$ cat config.mk
export PLATFORM = sky130hd
export DESIGN_NAME = epoch_seconds_date_convert
export DESIGN_NICKNAME = d
export VERILOG_FILES = /design/src/sv/ecd_pkg.sv /design/src/sv/epoch_seconds_date_convert.sv /design/src/sv/ecd_split.sv /design/src/sv/ecd_join.sv
export SDC_FILE = /design/constraint.sdc
export NUM_CORES = 2
export LEC_CHECK = 0
export ABC_AREA = 1
export BUFFER_PORTS_ARGS = -buffer_cell sky130_fd_sc_hd__buf_2
export CAP_MARGIN = 20
export CORE_UTILIZATION = 44
export CTS_CLUSTER_SIZE = 14
export DETAILED_ROUTE_END_ITERATION = 16
export PLACE_DENSITY = 0.59
export SLEW_MARGIN = 0
export SYNTH_ARGS = -nofsm -noshare
export SYNTH_HDL_FRONTEND = slang
export SYNTH_SLANG_ARGS = --single-unit
$ cat constraint.sdc
create_clock -name clk -period 53.2 [get_ports clk]
set_input_delay 13.3 -clock clk [delete_from_list [all_inputs] [get_ports clk]]
set_output_delay 13.3 -clock clk [all_outputs]
set_load 0.02 [all_outputs]
$ cat src/sv/ecd_pkg.sv
// ============================================================================
// ecd_pkg
// Shared types, constants and calendar helpers for the epoch/date converter.
// ============================================================================
`timescale 1ns / 1ps

package ecd_pkg;

    // Register stages from input transfer to result register
    localparam int PIPE_DEPTH = 7;

    typedef enum logic [1:0] {
        ACT_TO_DATE     = 2'd0,
        ACT_TO_SECS     = 2'd1,
        ACT_TO_SECS_CHK = 2'd2,
        ACT_NONE        = 2'd3
    } action_t;

    localparam logic [15:0] EPOCH_YEAR = 16'd1978;
    localparam logic [11:0] EPOCH_YEAR12 = 12'd1978;
    // leaps_upto(1977)
    localparam logic [13:0] EPOCH_LEAPS = 14'd479;

    // Reciprocal multipliers (floor or ceil of 2^k / divisor)
    localparam logic [25:0] RCP_675 = 26'd50903316;   // k = 35, floor
    localparam logic [11:0] RCP_YEAR = 12'd2870;      // k = 20, floor of 2^k/365.25
    localparam logic [12:0] RCP_3600 = 13'd4660;      // k = 24, floor
    localparam logic [16:0] RCP_60 = 17'd69905;       // k = 22, floor
    localparam logic [16:0] RCP_7 = 17'd74898;        // k = 19, floor
    localparam logic [14:0] RCP_25 = 15'd20972;       // k = 19, ceil, exact below 2^14

    // Days in the months before the given one (non-leap)
    function automatic logic [8:0] cum_days(input logic [3:0] month);
        logic [8:0] d;
        case (month)
            4'd1:    d = 9'd0;
            4'd2:    d = 9'd31;
            4'd3:    d = 9'd59;
            4'd4:    d = 9'd90;
            4'd5:    d = 9'd120;
            4'd6:    d = 9'd151;
            4'd7:    d = 9'd181;
            4'd8:    d = 9'd212;
            4'd9:    d = 9'd243;
            4'd10:   d = 9'd273;
            4'd11:   d = 9'd304;
            4'd12:   d = 9'd334;
            default: d = 9'd0;
        endcase
        return d;
    endfunction

    // Length of a month (non-leap)
    function automatic logic [4:0] month_len(input logic [3:0] month);
        logic [4:0] d;
        case (month)
            4'd2:    d = 5'd28;
            4'd4,
            4'd6,
            4'd9,
            4'd11:   d = 5'd30;
            default: d = 5'd31;
        endcase
        return d;
    endfunction

    // First day of year 1978+ofs, counted from the epoch (ofs up to 138)
    function automatic logic [16:0] year_start(input logic [7:0] ofs);
        logic [16:0] base;
        logic [6:0]  lp;
        base = 17'(ofs) * 17'd365;
        lp   = 7'((9'(ofs) + 9'd1) >> 2);
        // 2100 is not a leap year
        if (ofs >= 8'd123)
            lp = lp - 7'd1;
        return base + 17'(lp);
    endfunction

    typedef struct packed {
        logic [5:0]  second;
        logic [5:0]  minute;
        logic [4:0]  hour;
        logic [4:0]  day;
        logic [3:0]  month;
        logic [11:0] year;
        logic [2:0]  weekday;
    } date_t;

    typedef struct packed {
        logic [31:0] seconds;
        logic        ok;
    } secs_res_t;

endpackage

$ cat src/sv/epoch_seconds_date_convert.sv
// ============================================================================
// epoch_seconds_date_convert
// Seconds since 1978-01-01 to Gregorian calendar date and back.
// ============================================================================
//
//  Channel  Handshake              Payload
//  -------  ---------------------  -----------------------------------------
//  input    in_valid / in_ready    action, in_seconds, in_second .. in_weekday
//  output   out_valid / out_ready  out_seconds, out_second .. out_weekday,
//                                  valid_res
//
//  Items pass all stages from input transfer to result available; one may
//  enter each cycle the output is not held, so sustained rate is one per
//  clock without stalls. Depth is set by the date path's constant-division
//  and year-selection stages. Reset clears only the stage valid bits. A held
//  result stalls all stages together; nothing is dropped or repeated.
//
`timescale 1ns / 1ps

module epoch_seconds_date_convert
(
    input  logic        clk,
    input  logic        rst_n,

    input  logic        in_valid,
    output logic        in_ready,
    input  logic [1:0]  action,
    input  logic [31:0] in_seconds,
    input  logic [15:0] in_second,
    input  logic [15:0] in_minute,
    input  logic [15:0] in_hour,
    input  logic [15:0] in_day,
    input  logic [15:0] in_month,
    input  logic [15:0] in_year,
    input  logic [15:0] in_weekday,

    output logic        out_valid,
    input  logic        out_ready,
    output logic [31:0] out_seconds,
    output logic [5:0]  out_second,
    output logic [5:0]  out_minute,
    output logic [4:0]  out_hour,
    output logic [4:0]  out_day,
    output logic [3:0]  out_month,
    output logic [11:0] out_year,
    output logic [2:0]  out_weekday,
    output logic        valid_res
);

    localparam int D = ecd_pkg::PIPE_DEPTH;

    logic               adv;
    logic [D-1:0]       valid_reg;
    logic [1:0]         act_reg [D];
    ecd_pkg::date_t     date;
    ecd_pkg::secs_res_t jres;

    // Whole pipe moves unless the last stage holds an untaken result
    assign adv      = !valid_reg[D-1] || out_ready;
    assign in_ready = adv;

    // Stage valid bits
    always_ff @(posedge clk or negedge rst_n)
    begin
        if (!rst_n)
            valid_reg <= '0;
        else if (adv)
            valid_reg <= {valid_reg[D-2:0], in_valid};
    end

    // Action code travels alongside the data
    always_ff @(posedge clk)
    begin
        if (adv)
        begin
            act_reg[0] <= action;
            for (int i = 1; i < D; i++)
                act_reg[i] <= act_reg[i-1];
        end
    end

    ecd_split u_split
    (
        .clk     (clk),
        .en      (adv),
        .seconds (in_seconds),
        .date    (date)
    );

    ecd_join u_join
    (
        .clk     (clk),
        .en      (adv),
        .action  (action),
        .second  (in_second),
        .minute  (in_minute),
        .hour    (in_hour),
        .day     (in_day),
        .month   (in_month),
        .year    (in_year),
        .weekday (in_weekday),
        .res     (jres)
    );

    assign out_valid = valid_reg[D-1];

    // Result select by action
    always_comb
    begin
        out_seconds = 32'd0;
        out_second  = 6'd0;
        out_minute  = 6'd0;
        out_hour    = 5'd0;
        out_day     = 5'd0;
        out_month   = 4'd0;
        out_year    = 12'd0;
        out_weekday = 3'd0;
        valid_res   = 1'b0;
        case (ecd_pkg::action_t'(act_reg[D-1]))
            ecd_pkg::ACT_TO_DATE:
            begin
                out_second  = date.second;
                out_minute  = date.minute;
                out_hour    = date.hour;
                out_day     = date.day;
                out_month   = date.month;
                out_year    = date.year;
                out_weekday = date.weekday;
                valid_res   = 1'b1;
            end
            ecd_pkg::ACT_TO_SECS,
            ecd_pkg::ACT_TO_SECS_CHK:
            begin
                out_seconds = jres.seconds;
                valid_res   = jres.ok;
            end
            default:
            begin
                valid_res = 1'b0;
            end
        endcase
    end

endmodule

$ cat src/sv/ecd_split.sv
// ============================================================================
// ecd_split
// Seconds count to calendar fields, seven register stages.
// ============================================================================
`timescale 1ns / 1ps

module ecd_split
(
    input  logic          clk,
    input  logic          en,
    input  logic [31:0]   seconds,
    output ecd_pkg::date_t date
);

    // ---------------- stage 1: day estimate (seconds/128/675)
    logic [50:0] p1_prod;
    logic [24:0] s1_s7_reg;
    logic [6:0]  s1_low_reg;
    logic [15:0] s1_qe_reg;

    assign p1_prod = 51'(seconds[31:7]) * 51'(ecd_pkg::RCP_675);

    always_ff @(posedge clk)
    begin
        if (en)
        begin
            s1_s7_reg  <= seconds[31:7];
            s1_low_reg <= seconds[6:0];
            s1_qe_reg  <= p1_prod[50:35];
        end
    end

    // ---------------- stage 2: remainder of the estimate
    logic [25:0] p2_prod;
    logic [24:0] p2_diff;
    logic [15:0] s2_qe_reg;
    logic [10:0] s2_r_reg;
    logic [6:0]  s2_low_reg;

    assign p2_prod = 26'(s1_qe_reg) * 26'd675;
    assign p2_diff = s1_s7_reg - p2_prod[24:0];

    always_ff @(posedge clk)
    begin
        if (en)
        begin
            s2_qe_reg  <= s1_qe_reg;
            s2_r_reg   <= p2_diff[10:0];
            s2_low_reg <= s1_low_reg;
        end
    end

    // ---------------- stage 3: correct day count, seconds of day
    logic [15:0] p3_days;
    logic [10:0] p3_r;
    logic [15:0] s3_days_reg;
    logic [16:0] s3_rem_reg;

    always_comb
    begin
        if (s2_r_reg >= 11'd675)
        begin
            p3_days = s2_qe_reg + 16'd1;
            p3_r    = s2_r_reg - 11'd675;
        end
        else
        begin
            p3_days = s2_qe_reg;
            p3_r    = s2_r_reg;
        end
    end

    always_ff @(posedge clk)
    begin
        if (en)
        begin
            s3_days_reg <= p3_days;
            s3_rem_reg  <= {p3_r[9:0], s2_low_reg};
        end
    end

    // ---------------- stage 4: year, minute, hour and week estimates
    logic [27:0] p4_yprod;
    logic [29:0] p4_hprod;
    logic [33:0] p4_mprod;
    logic [32:0] p4_wprod;
    logic [15:0] s4_days_reg;
    logic [16:0] s4_rem_reg;
    logic [7:0]  s4_yest_reg;
    logic [4:0]  s4_hest_reg;
    logic [10:0] s4_mest_reg;
    logic [13:0] s4_west_reg;

    assign p4_yprod = 28'(s3_days_reg) * 28'(ecd_pkg::RCP_YEAR);
    assign p4_hprod = 30'(s3_rem_reg) * 30'(ecd_pkg::RCP_3600);
    assign p4_mprod = 34'(s3_rem_reg) * 34'(ecd_pkg::RCP_60);
    assign p4_wprod = 33'(s3_days_reg) * 33'(ecd_pkg::RCP_7);

    always_ff @(posedge clk)
    begin
        if (en)
        begin
            s4_days_reg <= s3_days_reg;
            s4_rem_reg  <= s3_rem_reg;
            s4_yest_reg <= p4_yprod[27:20];
            s4_hest_reg <= p4_hprod[28:24];
            s4_mest_reg <= p4_mprod[32:22];
            s4_west_reg <= p4_wprod[32:19];
        end
    end

    // ---------------- stage 5: candidate year starts, remainders
    logic [16:0] p5_hdiff;
    logic [16:0] p5_mdiff;
    logic [15:0] p5_wdiff;
    logic [15:0] s5_days_reg;
    logic [7:0]  s5_yest_reg;
    logic [16:0] s5_st0_reg;
    logic [16:0] s5_st1_reg;
    logic [16:0] s5_st2_reg;
    logic [4:0]  s5_hest_reg;
    logic [12:0] s5_hr_reg;
    logic [10:0] s5_mest_reg;
    logic [6:0]  s5_sr_reg;
    logic [3:0]  s5_wr_reg;

    assign p5_hdiff = s4_rem_reg - 17'(s4_hest_reg) * 17'd3600;
    assign p5_mdiff = s4_rem_reg - 17'(s4_mest_reg) * 17'd60;
    assign p5_wdiff = s4_days_reg - 16'(s4_west_reg) * 16'd7;

    always_ff @(posedge clk)
    begin
        if (en)
        begin
            s5_days_reg <= s4_days_reg;
            s5_yest_reg <= s4_yest_reg;
            s5_st0_reg  <= ecd_pkg::year_start(s4_yest_reg);
            s5_st1_reg  <= ecd_pkg::year_start(s4_yest_reg + 8'd1);
            s5_st2_reg  <= ecd_pkg::year_start(s4_yest_reg + 8'd2);
            s5_hest_reg <= s4_hest_reg;
            s5_hr_reg   <= p5_hdiff[12:0];
            s5_mest_reg <= s4_mest_reg;
            s5_sr_reg   <= p5_mdiff[6:0];
            s5_wr_reg   <= p5_wdiff[3:0];
        end
    end

    // ---------------- stage 6: pick year, correct hour/minute/weekday
    logic [7:0]  p6_ofs;
    logic [16:0] p6_start;
    logic [16:0] p6_left;
    logic [4:0]  p6_hour;
    logic [10:0] p6_tmin;
    logic [5:0]  p6_sec;
    logic [2:0]  p6_wday;
    logic [7:0]  s6_ofs_reg;
    logic [8:0]  s6_left_reg;
    logic [4:0]  s6_hour_reg;
    logic [10:0] s6_tmin_reg;
    logic [5:0]  s6_sec_reg;
    logic [2:0]  s6_wday_reg;

    always_comb
    begin
        if (17'(s5_days_reg) >= s5_st2_reg)
        begin
            p6_ofs   = s5_yest_reg + 8'd2;
            p6_start = s5_st2_reg;
        end
        else if (17'(s5_days_reg) >= s5_st1_reg)
        begin
            p6_ofs   = s5_yest_reg + 8'd1;
            p6_start = s5_st1_reg;
        end
        else
        begin
            p6_ofs   = s5_yest_reg;
            p6_start = s5_st0_reg;
        end
        p6_left = 17'(s5_days_reg) - p6_start;

        p6_hour = (s5_hr_reg >= 13'd3600) ? s5_hest_reg + 5'd1 : s5_hest_reg;

        if (s5_sr_reg >= 7'd60)
        begin
            p6_tmin = s5_mest_reg + 11'd1;
            p6_sec  = 6'(s5_sr_reg - 7'd60);
        end
        else
        begin
            p6_tmin = s5_mest_reg;
            p6_sec  = s5_sr_reg[5:0];
        end

        p6_wday = (s5_wr_reg >= 4'd7) ? 3'(s5_wr_reg - 4'd7) : s5_wr_reg[2:0];
    end

    always_ff @(posedge clk)
    begin
        if (en)
        begin
            s6_ofs_reg  <= p6_ofs;
            s6_left_reg <= p6_left[8:0];
            s6_hour_reg <= p6_hour;
            s6_tmin_reg <= p6_tmin;
            s6_sec_reg  <= p6_sec;
            s6_wday_reg <= p6_wday;
        end
    end

    // ---------------- stage 7: month and day, minute of hour
    logic        p7_leap;
    logic [3:0]  p7_month;
    logic [8:0]  p7_base;
    logic [8:0]  p7_day;
    logic [10:0] p7_min;
    ecd_pkg::date_t s7_date_reg;

    always_comb
    begin
        logic [8:0] cs;
        // year 1978+ofs is leap when divisible by 4, except 2100
        p7_leap  = ((s6_ofs_reg + 8'd2) & 8'd3) == 8'd0 && s6_ofs_reg != 8'd122;
        p7_month = 4'd1;
        p7_base  = 9'd0;
        for (int k = 2; k <= 12; k++)
        begin
            cs = ecd_pkg::cum_days(4'(k)) + 9'(p7_leap && k >= 3);
            if (s6_left_reg >= cs)
            begin
                p7_month = 4'(k);
                p7_base  = cs;
            end
        end
        p7_day = s6_left_reg - p7_base + 9'd1;
        p7_min = s6_tmin_reg - 11'(s6_hour_reg) * 11'd60;
    end

    always_ff @(posedge clk)
    begin
        if (en)
        begin
            s7_date_reg.second  <= s6_sec_reg;
            s7_date_reg.minute  <= p7_min[5:0];
            s7_date_reg.hour    <= s6_hour_reg;
            s7_date_reg.day     <= p7_day[4:0];
            s7_date_reg.month   <= p7_month;
            s7_date_reg.year    <= ecd_pkg::EPOCH_YEAR12 + 12'(s6_ofs_reg);
            s7_date_reg.weekday <= s6_wday_reg;
        end
    end

    assign date = s7_date_reg;

endmodule

$ cat src/sv/ecd_join.sv
// ============================================================================
// ecd_join
// Calendar fields to seconds count with optional range checks, seven stages.
// ============================================================================
`timescale 1ns / 1ps

module ecd_join
(
    input  logic               clk,
    input  logic               en,
    input  logic [1:0]         action,
    input  logic [15:0]        second,
    input  logic [15:0]        minute,
    input  logic [15:0]        hour,
    input  logic [15:0]        day,
    input  logic [15:0]        month,
    input  logic [15:0]        year,
    input  logic [15:0]        weekday,
    output ecd_pkg::secs_res_t res
);

    // ---------------- stage 1: divide-by-25 estimates, time products
    logic [15:0] p1_y1;
    logic [28:0] p1_c100;
    logic [26:0] p1_c400;
    logic [28:0] p1_y100;
    logic [26:0] p1_y400;

    logic [1:0]  s1_act_reg;
    logic [15:0] s1_sec_reg;
    logic [15:0] s1_min_reg;
    logic [15:0] s1_hour_reg;
    logic [15:0] s1_day_reg;
    logic [15:0] s1_month_reg;
    logic [15:0] s1_year_reg;
    logic [15:0] s1_wday_reg;
    logic [27:0] s1_h3600_reg;
    logic [21:0] s1_m60_reg;
    logic [9:0]  s1_c100_reg;
    logic [7:0]  s1_c400_reg;
    logic [9:0]  s1_y100_reg;
    logic [7:0]  s1_y400_reg;

    assign p1_y1   = year - 16'd1;
    assign p1_c100 = 29'(p1_y1[15:2]) * 29'(ecd_pkg::RCP_25);
    assign p1_c400 = 27'(p1_y1[15:4]) * 27'(ecd_pkg::RCP_25);
    assign p1_y100 = 29'(year[15:2]) * 29'(ecd_pkg::RCP_25);
    assign p1_y400 = 27'(year[15:4]) * 27'(ecd_pkg::RCP_25);

    always_ff @(posedge clk)
    begin
        if (en)
        begin
            s1_act_reg   <= action;
            s1_sec_reg   <= second;
            s1_min_reg   <= minute;
            s1_hour_reg  <= hour;
            s1_day_reg   <= day;
            s1_month_reg <= month;
            s1_year_reg  <= year;
            s1_wday_reg  <= weekday;
            s1_h3600_reg <= 28'(hour) * 28'd3600;
            s1_m60_reg   <= 22'(minute) * 22'd60;
            s1_c100_reg  <= p1_c100[28:19];
            s1_c400_reg  <= p1_c400[26:19];
            s1_y100_reg  <= p1_y100[28:19];
            s1_y400_reg  <= p1_y400[26:19];
        end
    end

    // ---------------- stage 2: leap count, year days, leap flag, checks
    logic [15:0] p2_y1;
    logic [13:0] p2_leaps;
    logic [15:0] p2_yofs;
    logic [13:0] p2_r100;
    logic [11:0] p2_r400;
    logic        p2_leap;
    logic        p2_chk;

    logic [1:0]  s2_act_reg;
    logic [24:0] s2_yd_reg;
    logic [13:0] s2_leaps_reg;
    logic        s2_gt_reg;
    logic        s2_leap_reg;
    logic        s2_chk_reg;
    logic [31:0] s2_hms_reg;
    logic [15:0] s2_day_reg;
    logic [15:0] s2_month_reg;

    always_comb
    begin
        p2_y1    = s1_year_reg - 16'd1;
        p2_leaps = p2_y1[15:2] - 14'(s1_c100_reg) + 14'(s1_c400_reg);
        p2_yofs  = s1_year_reg - ecd_pkg::EPOCH_YEAR;
        p2_r100  = s1_year_reg[15:2] - 14'(s1_y100_reg) * 14'd25;
        p2_r400  = s1_year_reg[15:4] - 12'(s1_y400_reg) * 12'd25;
        p2_leap  = s1_year_reg[1:0] == 2'd0 &&
                   (p2_r100 != 14'd0 || (s1_year_reg[3:0] == 4'd0 && p2_r400 == 12'd0));
        p2_chk   = s1_sec_reg <= 16'd60 && s1_min_reg <= 16'd59 &&
                   s1_hour_reg <= 16'd23 && s1_year_reg >= ecd_pkg::EPOCH_YEAR &&
                   s1_wday_reg <= 16'd6 && s1_day_reg >= 16'd1;
    end

    always_ff @(posedge clk)
    begin
        if (en)
        begin
            s2_act_reg   <= s1_act_reg;
            s2_yd_reg    <= 25'(p2_yofs) * 25'd365;
            s2_leaps_reg <= p2_leaps;
            s2_gt_reg    <= s1_year_reg > ecd_pkg::EPOCH_YEAR;
            s2_leap_reg  <= p2_leap;
            s2_chk_reg   <= p2_chk;
            s2_hms_reg   <= 32'(s1_h3600_reg) + 32'(s1_m60_reg) + 32'(s1_sec_reg);
            s2_day_reg   <= s1_day_reg;
            s2_month_reg <= s1_month_reg;
        end
    end

    // ---------------- stage 3: days before year and month, validity
    logic [3:0]  p3_m;
    logic        p3_mon_ok;
    logic [4:0]  p3_dim;
    logic [8:0]  p3_cum;
    logic        p3_ok;

    logic [24:0] s3_dy_reg;
    logic [8:0]  s3_cum_reg;
    logic [15:0] s3_day_reg;
    logic [31:0] s3_hms_reg;
    logic        s3_ok_reg;

    always_comb
    begin
        p3_m      = s2_month_reg[3:0];
        p3_mon_ok = s2_month_reg >= 16'd1 && s2_month_reg <= 16'd12;
        p3_cum    = ecd_pkg::cum_days(p3_m) + 9'(s2_leap_reg && p3_m > 4'd2);
        p3_dim    = ecd_pkg::month_len(p3_m) + 5'(s2_leap_reg && p3_m == 4'd2);
        p3_ok     = p3_mon_ok &&
                    (s2_act_reg == ecd_pkg::ACT_TO_SECS ||
                     (s2_chk_reg && s2_day_reg <= 16'(p3_dim)));
    end

    always_ff @(posedge clk)
    begin
        if (en)
        begin
            s3_dy_reg  <= s2_gt_reg ?
                          s2_yd_reg + 25'(s2_leaps_reg) - 25'(ecd_pkg::EPOCH_LEAPS) : 25'd0;
            s3_cum_reg <= p3_cum;
            s3_day_reg <= s2_day_reg;
            s3_hms_reg <= s2_hms_reg;
            s3_ok_reg  <= p3_ok;
        end
    end

    // ---------------- stage 4: total day count (wraps)
    logic [31:0] s4_days_reg;
    logic [31:0] s4_hms_reg;
    logic        s4_ok_reg;

    always_ff @(posedge clk)
    begin
        if (en)
        begin
            s4_days_reg <= 32'(s3_dy_reg) + 32'(s3_cum_reg) + 32'(s3_day_reg) - 32'd1;
            s4_hms_reg  <= s3_hms_reg;
            s4_ok_reg   <= s3_ok_reg;
        end
    end

    // ---------------- stage 5: days to seconds
    logic [31:0] s5_prod_reg;
    logic [31:0] s5_hms_reg;
    logic        s5_ok_reg;

    always_ff @(posedge clk)
    begin
        if (en)
        begin
            s5_prod_reg <= s4_days_reg * 32'd86400;
            s5_hms_reg  <= s4_hms_reg;
            s5_ok_reg   <= s4_ok_reg;
        end
    end

    // ---------------- stage 6: add time of day
    logic [31:0] s6_sum_reg;
    logic        s6_ok_reg;

    always_ff @(posedge clk)
    begin
        if (en)
        begin
            s6_sum_reg <= s5_prod_reg + s5_hms_reg;
            s6_ok_reg  <= s5_ok_reg;
        end
    end

    // ---------------- stage 7: zero rejected dates
    ecd_pkg::secs_res_t s7_res_reg;

    always_ff @(posedge clk)
    begin
        if (en)
        begin
            s7_res_reg.seconds <= s6_ok_reg ? s6_sum_reg : 32'd0;
            s7_res_reg.ok      <= s6_ok_reg;
        end
    end

    assign res = s7_res_reg;

endmodule

==> results.py <==
metrics = {
    "outcome": {
        "status": "finished clean",
    },
    "cts": {
        "clockRootBuffer": "clkbuf_16",
        "cts_buffers": 105,
        "clkTransAtPathRegs_ns": 0.06,
        "clk_path_buf_depth": 3,
        "postCtsSetupBuffers": 0,
        "cts_max_level": 3,
        "cts_hold_buf": 0,
        "cts_tree": "done",
        "cts_resized": 0,
        "clkLatencyLatePin_ns": 0.77,
        "clock_sinks": 907,
    },
    "placement": {
        "placedCellCount": 12600,
        "routabilityCongestion": 0.903,
        "port_buffers": 225,
        "dp_hpwl_mm": 168,
    },
    "finish": {
        "largest_reg_flops": 41,
        "seq_area_um2": 27100,
        "n_fill_cell": 19900,
        "fin_util": 0.483,
        "multi_input_area_um2": 56900,
        "drive_above_1_share": 0.0492,
        "stdcell_count": 12800,
        "area_growth_pct": 8.96,
        "final_nets": 12500,
    },
    "logic_synthesis": {
        "yosysMostFrequentCell": "inv_1",
        "synth_top_area_frac": 0.288,
        "syn_inst": 9578,
        "synth.cell_area_um2": 93000,
        "synth.distinct_cells": 71,
        "synthArstFlopShare": 0.00772,
        "synth-edff-count": 891,
        "synth_area_leaders": "edfxtp_1 29%, ha_1 22%, fa_1 17%",
        "synth_commonest_cells": "2329 x inv_1, 1670 x ha_1, 1254 x nand2_1, 891 x edfxtp_1, 785 x fa_1",
        "ys_seq_area_frac": 0.292,
        "ys_seq_elements": 907,
        "yosysWarnings": 0,
        "syn_avg_cell_area_um2": 9.71,
        "yosys_most_used_dff": "edfxtp_1",
        "yosys.area.top_type": "edfxtp_1",
    },
    "timing": {
        "final.setup.tns_ns": 0,
        "rsz0062_at_grt": "no",
        "worst_pin_slew_ns": 1.12,
        "slew_headroom": 0.250,
        "max_freq_mhz": 36.2,
        "clock_skew_ns": 0.0745,
        "period_needed_ns": 27.62,
        "final_max_slew_viol_count": 0,
        "setup_viol": 0,
        "period_share": 0.519,
        "fin_worst_hold_slack_ns": 0.354,
        "hold_viol_final": 0,
    },
    "route": {
        "drt-pass1-iter-count": 6,
        "ant_nets": 0,
        "routed_wl_mm": 201,
        "drt_iter0_markers": 2948,
        "vias": 63400,
        "viasPerCell": 4.95,
        "wl_per_cell_um": 15.7,
        "drc": 0,
    },
    "floorplanning": {
        "die_w_um": 462,
        "start_util": 0.443,
        "core_um2": 210000,
        "dieHeight_um": 462,
        "die-area_um2": 213000,
        "ios": 226,
        "rows": 168,
    },
    "min_path": {
        "hold_path.class": "reg2reg",
        "hp-start": "u_split.s2_low_reg[6]",
    },
    "setup_path": {
        "cp-start-kind": "primary input",
        "critPathArrivalTime_ns": 14.32,
        "worst_setup_path_end_kind": "primary output",
        "r2r_cells": 28,
        "timing.rr.end": "u_split.s5_st2_reg[14]",
        "worst-r2r-setup-slack_ns": 46.16,
        "cp-endpoint": "in_ready",
        "rr_startpoint": "u_split.s4_yest_reg[3]",
        "crit_type": "in2out",
        "crit_required_ns": 39.90,
        "crit_start": "out_ready",
        "crit_fanout": 62,
    },
    "global_routing": {
        "grt-ovfl-total": 0,
        "grt_max_degree": 81,
        "track_usage": 0.193,
        "grt_first_pass_wirelength_mm": 332,
        "grt_pass1_vias": 65300,
        "antenna_found_initial": 13,
    },
    "flow_run": {
        "cap_violations": 0,
    },
}
==> worst max-delay path: stages <==
cell and delay (ns):
buf_2 0.08, inv_1 0.05, nand2_4 0.57, buf_2 0.30
==> layer usage <==
metal,vias to the layer above,wire (um),GRT usage
met3,247,7360,0.0193
met4,12,3820,0.0434
met1,30300,94800,0.264
met2,1038,94900,0.329
li1,31800,-,-
met5,-,78,0
==> layout by cell type (no fill, tap or decap), types with 59 or more instances in the layout <==
cell type,instances
fa_1,785
nand2_1,1253
nand3_1,238
xnor2_1,169
inv_1,2329
nor3_1,81
nor4_1,59
clkbuf_16,106
edfxtp_1,891
a21oi_1,525
o21ai_0,288
ha_1,1669
nand4_1,116
xor2_1,351
nor2_1,405
buf_2,225
==> final cells by class <==
cell class                      count  share of cell area
Multi-Input combinational cell   6299               0.562
Timing Repair Buffer              250              0.0133
Inverter                         2340              0.0867
Sequential cell                   907               0.268
Antenna cell                        2           0.0000494
Tap cell                         2805              0.0346
Clock buffer                      121              0.0269
Clock inverter                     77             0.00863
==> metrics by stage <==
step,cell area [um^2],setup WS [ns]
floorplan,93000,1.97
finish,101000,25.58
global placement,97600,25.56
CTS,101000,25.54
global route,101000,25.48
detailed placement,97600,25.55
==> worst min-delay path by stage <==
stage,end,slack (ns),cells after the start
final,u_split.s3_rem_reg[6],0.35,0
after global routing,u_split.s3_rem_reg[6],0.36,0
after CTS,u_split.s3_rem_reg[6],0.33,0
after detailed placement,act_reg[1][1],0.40,0
after global placement,u_join.s4_hms_reg[6],0.40,0
after floorplan,act_reg[1][0],0.40,0
==> logic make-up (layout without fill, tap and decap cells) <==
| family | Yosys count | in the layout | share of synthesized area |
|---|---|---|---|
| adder cells (fa/ha/maj) | 2455 | 2455 | 0.394 |
| AO/OA/AOI/OAI | 1083 | 1083 | 0.0652 |
| buffers and inverters | 2373 | 2788 | 0.0962 |
| other | 1 | 4 | 0.0000403 |
| multiplexers | 7 | 7 | 0.000834 |
| XOR/XNOR | 527 | 527 | 0.0505 |
| flip-flops | 907 | 907 | 0.292 |
| AND/OR/NAND/NOR | 2225 | 2225 | 0.102 |
Power is not shown: default switching activity piles up to over one toggle a cycle in this logic, so the estimate is an artifact.
